### config.mk
export PLATFORM = sky130hd
export DESIGN_NAME = bjsc_ctrl
export DESIGN_NICKNAME = d
export VERILOG_FILES = /design/src/rtl/bjsc_pkg.sv /design/src/rtl/bjsc_ctrl.sv
export SDC_FILE = /design/constraint.sdc
export NUM_CORES = 1
export LEC_CHECK = 0
export ABC_AREA = 1
export BUFFER_PORTS_ARGS = -buffer_cell sky130_fd_sc_hd__clkbuf_2
export CAP_MARGIN = 40
export CELL_PAD_IN_SITES_DETAIL_PLACEMENT = 0
export CELL_PAD_IN_SITES_GLOBAL_PLACEMENT = 2
export CORE_MARGIN = 2
export CORE_UTILIZATION = 17
export CTS_CLUSTER_SIZE = 20
export DETAILED_ROUTE_END_ITERATION = 6
export HOLD_SLACK_MARGIN = 0.12
export PLACE_DENSITY_LB_ADDON = 0.25
export RECOVER_POWER = 100
export SYNTH_ARGS = -nofsm -noshare
export SYNTH_HDL_FRONTEND = slang
export SYNTH_SLANG_ARGS = --single-unit
### constraint.sdc
create_clock -name clock -period 1 [get_ports clock]
set_input_delay 0 -clock clock [delete_from_list [all_inputs] [get_ports clock]]
set_output_delay 0 -clock clock [all_outputs]
set_load 0.02 [all_outputs]
### src/rtl/bjsc_pkg.sv
package bjsc_pkg;

   localparam int BJSC_MAX_STEPS_DEFAULT = 511;
   localparam int HEIGHT_W = 9;
   localparam int LIMIT_W  = 9;
   localparam int COUNT_W  = 30;

   localparam logic [COUNT_W-1:0] WAY_MOD = COUNT_W'(1000000007);

   typedef enum logic [2:0] {
      ST_IDLE,
      ST_INIT,
      ST_ROW,
      ST_ROW_END,
      ST_FIN
   } bjsc_state_type;

   typedef struct packed {
      logic load;
      logic init_step;
      logic row_step;
      logic row_end;
      logic publish;
   } bjsc_cmd_type;

   typedef struct packed {
      logic too_high;
      logic step_last;
      logic limit_zero;
      logic row_last;
      logic out_free;
   } bjsc_stat_type;

   // Sum of two residues, reduced once.
   function automatic logic [COUNT_W-1:0] add_mod(input logic [COUNT_W-1:0] a,
                                                  input logic [COUNT_W-1:0] b);
      logic [COUNT_W:0] s;
      s = {1'b0, a} + {1'b0, b};
      if (s >= {1'b0, WAY_MOD}) begin
         s = s - {1'b0, WAY_MOD};
      end
      return s[COUNT_W-1:0];
   endfunction

endpackage

### src/rtl/bjsc_ctrl.sv
module bjsc_ctrl
   import bjsc_pkg::*;
(
   input  logic          clock,
   input  logic          reset,
   input  logic          req_valid,
   output logic          req_ready,
   input  bjsc_stat_type stat,
   output bjsc_cmd_type  cmd
);

   bjsc_state_type state_ff;
   bjsc_state_type state_in;

   always_comb begin
      state_in = state_ff;
      unique case (state_ff)
         ST_IDLE: begin
            if (req_valid) begin
               state_in = stat.too_high ? ST_FIN : ST_INIT;
            end
         end
         ST_INIT: begin
            if (stat.step_last) begin
               state_in = stat.limit_zero ? ST_FIN : ST_ROW;
            end
         end
         ST_ROW: begin
            if (stat.step_last) begin
               state_in = ST_ROW_END;
            end
         end
         ST_ROW_END: begin
            state_in = stat.row_last ? ST_FIN : ST_ROW;
         end
         ST_FIN: begin
            if (stat.out_free) begin
               state_in = ST_IDLE;
            end
         end
         default: state_in = ST_IDLE;
      endcase
   end

   always_comb begin
      cmd       = '0;
      req_ready = 1'b0;
      unique case (state_ff)
         ST_IDLE: begin
            req_ready = 1'b1;
            cmd.load  = req_valid;
         end
         ST_INIT:    cmd.init_step = 1'b1;
         ST_ROW:     cmd.row_step  = 1'b1;
         ST_ROW_END: cmd.row_end   = 1'b1;
         ST_FIN:     cmd.publish   = stat.out_free;
         default: begin
            cmd       = '0;
            req_ready = 1'b0;
         end
      endcase
   end

   always_ff @(posedge clock) begin
      if (reset) begin
         state_ff <= ST_IDLE;
      end else begin
         state_ff <= state_in;
      end
   end

endmodule

==> results.toml <==
[global_route]
grt_pass1_wl_mm = 1.44
grt-ovfl-total = 0
grt_max_degree = 8
antenna_found_initial = 0
first_global_vias = 379
grt_usage_pct = 10.3

[placement]
gp_congestion = 0.705
io_buffers = 13
pre_cts_ws_ns = -0.0751
dpl_cell_area_um2 = 392
post-dp-hpwl_um = 582

[logic_synthesis]
netlist_instances = 45
yosysTopAreaCell = "dfxtp_1"
synth_xor_area_share_pct = 0
syn-cell-area_um2 = 270
synth_top_family_by_area = "simple AND/OR/NAND/NOR gates"
ys_ff_latch = 3
ys_seq_area_share_pct = 22.2
synthAdderAreaFrac_pct = 0
yosysWarnings = 0
synth_area_leaders = "dfxtp_1, nand3_1, nand3_2, inv_1, nand2_1"
synth_cell_type_count = 15
synthSimpleGateAreaFrac_pct = 55.1
synth.top_cell.area_share_pct = 22.2
synthMuxAreaShare_pct = 0
synth_nets = 53
avgSynthCellArea_um2 = 6.01
synth-compound-area-share_pct = 7.41

[routing]
wire_per_inst_um = 10.4
vias = 391
via_per_inst = 4.44
drt-initial-drc-count = 3
remaining_drc_errors = 0
finalWirelength_um = 912
drt_pass1_iterations = 4
ant_nets = 0

[cells_and_area]
antenna_cells = 0
area_growth_pct = 133
final_layout_size_suffix_gt1_share_pct = 72.2
fillers = 165
fin_nets = 81
stdcell_area_um2 = 631
reg_top3 = "state_ff (3)"
regMostFlops = "state_ff"
largest_register_ffs = 3

[floorplanning]
start_util_pct = 17.9
fp.dieH_um = 43.9
pin_count = 14
core-area_um2 = 1510
fp.dieW_um = 43.9
die_area_um2 = 1920
rows = 14

[timing]
min_period_ns = 1.13
finalCritPeriodShare_pct = 113
setup_viol = 8
maxSlewHeadroom_pct = 88.0
slew_viol_final = 0
fmax_ghz = 0.887
worst_slew_pin_slew_ns = 0.178
whs_ns = 0.173
finalWorstSetupSlack_ns = -0.127
fin_setup_tns_ns = -0.412
rsz0062_at_grt = "yes"
final-hold-violation-count = 0
skew_ns = 0.00382

[cts]
h-tree-depth = 1
clk_path_buf_depth = 2
clock_latency_ns = 0.23
cts_buffers = 3
clk_pin_slew_worst_paths_ns = 0.04
cts_sinks = 3
clockRootBuffer = "clkbuf_4"
cts_tree = "done"

[critical_path]
cp_cell_sequence = "buf_6 -> nor4_4 -> buf_4"
end_kind = "output port"
cpPeakStageDelay_ns = 0.36
crit_path_top_delay_cell = "dfxtp_4"
ff2ff_setup_slack_ns = -0.05
reg2reg_depth = 7
worstPathArrival_ns = 1.13
critical_path_required_ns = 1.00
critical_path_class = "register to output port"
cp-start-kind = "register"
crit_fanout = 4

[status]
outcome = "complete, but fails checks"
violations = "setup timing"

[hold_path]
holdPathStages = 5
hold_path.class = "input pin to register"

[power_and_ir_drop]
p_total_mw = 0.964
p_per_area_nw_per_um2 = 1530
ir_worst_vdd_uv = 591
p_leak_nw = 0.303

[flow_run]
maxCapViolCount = 0
[cells in the mapped netlist (all sizes together)]
| library cell | n |
|---|---|
| nor2 | 4 |
| nand4 | 1 |
| nand3 | 9 |
| dfxtp | 3 |
| o21ai | 1 |
| inv | 11 |
| nor4 | 1 |
| nand3b | 2 |
| a21oi | 3 |
| nor3 | 1 |
| nand2 | 9 |
[metal layers]
layer,up-vias,wire (um),part of all wire (%),track usage [%]
li1,200,-,-,-
met1,177,380,42,10.4
met2,12,480,53,17.9
met3,2,40,4.4,2.92
met4,0,10,1.1,7.27
met5,-,0,0,0
[report_power, final]
| group | switching, mW | internal [mW] | leakage (nW) |
|---|---|---|---|
| registers | 0.0418 | 0.144 | 0.0267 |
| clock network | 0.0609 | 0.149 | 0.0150 |
| logic | 0.293 | 0.275 | 0.261 |
| total | 0.395 | 0.568 | 0.303 |
[area by class of cell]
class / instances / area [um2] / share of cell area (%)
Inverter: 11 / 51.3 / 8.13
Multi-Input combinational cell: 31 / 265 / 42.1
Clock buffer: 4 / 26.3 / 4.17
Tap cell: 16 / 20.0 / 3.17
Sequential cell: 3 / 71.3 / 11.3
Timing Repair Buffer: 23 / 196 / 31.2
[critical path: cells and delay by family (launching register included)]
family / cells / cell delay [ns]
simple gates: 1 / 0.24
buf+inv: 2 / 0.29
flops: 1 / 0.36
[cell usage in the layout, fill, tap and decap left out, types with 2 or more instances in the layout]
cell type and n:
dlygate4sd3_1 2, inv_4 2, inv_1 5, a21oi_2 3
nor2_4 2, dfxtp_4 3, buf_4 7, nand3_2 5
nand2_2 3, clkbuf_2 7, nand2_1 4, nand2_4 2
nor2_1 2, nand3_4 2, nand3_1 2, clkbuf_4 3
nand3b_1 2, buf_6 4, inv_2 3, buf_8 2
[metrics by stage]
step	instances	utilization (%)
3_5_place_dp	78	26.0
6_report	88	41.9
5_1_grt	88	41.9
4_1_cts	86	35.0
2_1_floorplan	45	-
3_3_place_gp	78	26.0
[final timing paths]
| check | from | end |
|---|---|---|
| hold / removal | stat[4] | state_ff[2]$_SDFFE_PP0P_ |
| setup / recovery | state_ff[0]$_SDFFE_PP0P_ | cmd[0] |
| hold reg to reg | state_ff[0]$_SDFFE_PP0P_ | state_ff[2]$_SDFFE_PP0P_ |
| setup reg to reg | state_ff[0]$_SDFFE_PP0P_ | state_ff[1]$_SDFFE_PP0P_ |
[cells by family (layout without fill, tap and decap cells)]
group                  Yosys count  count (layout)
buffers and inverters           11              38
AOI/OAI and AO/OA                4               4
and+or+nand+nor                 27              27
DFF                              3               3
[repair_timing]
action                                  4_1_cts  5_1_grt
hold buffers                                  2        0
resized for setup                            24       26
endpoints found under the setup margin        9        9
pin swaps                                     1       10
hold endpoints to repair                      3        0
setup buffers                                 2        2
No activity file was read; power rests on OpenSTA's default activity.
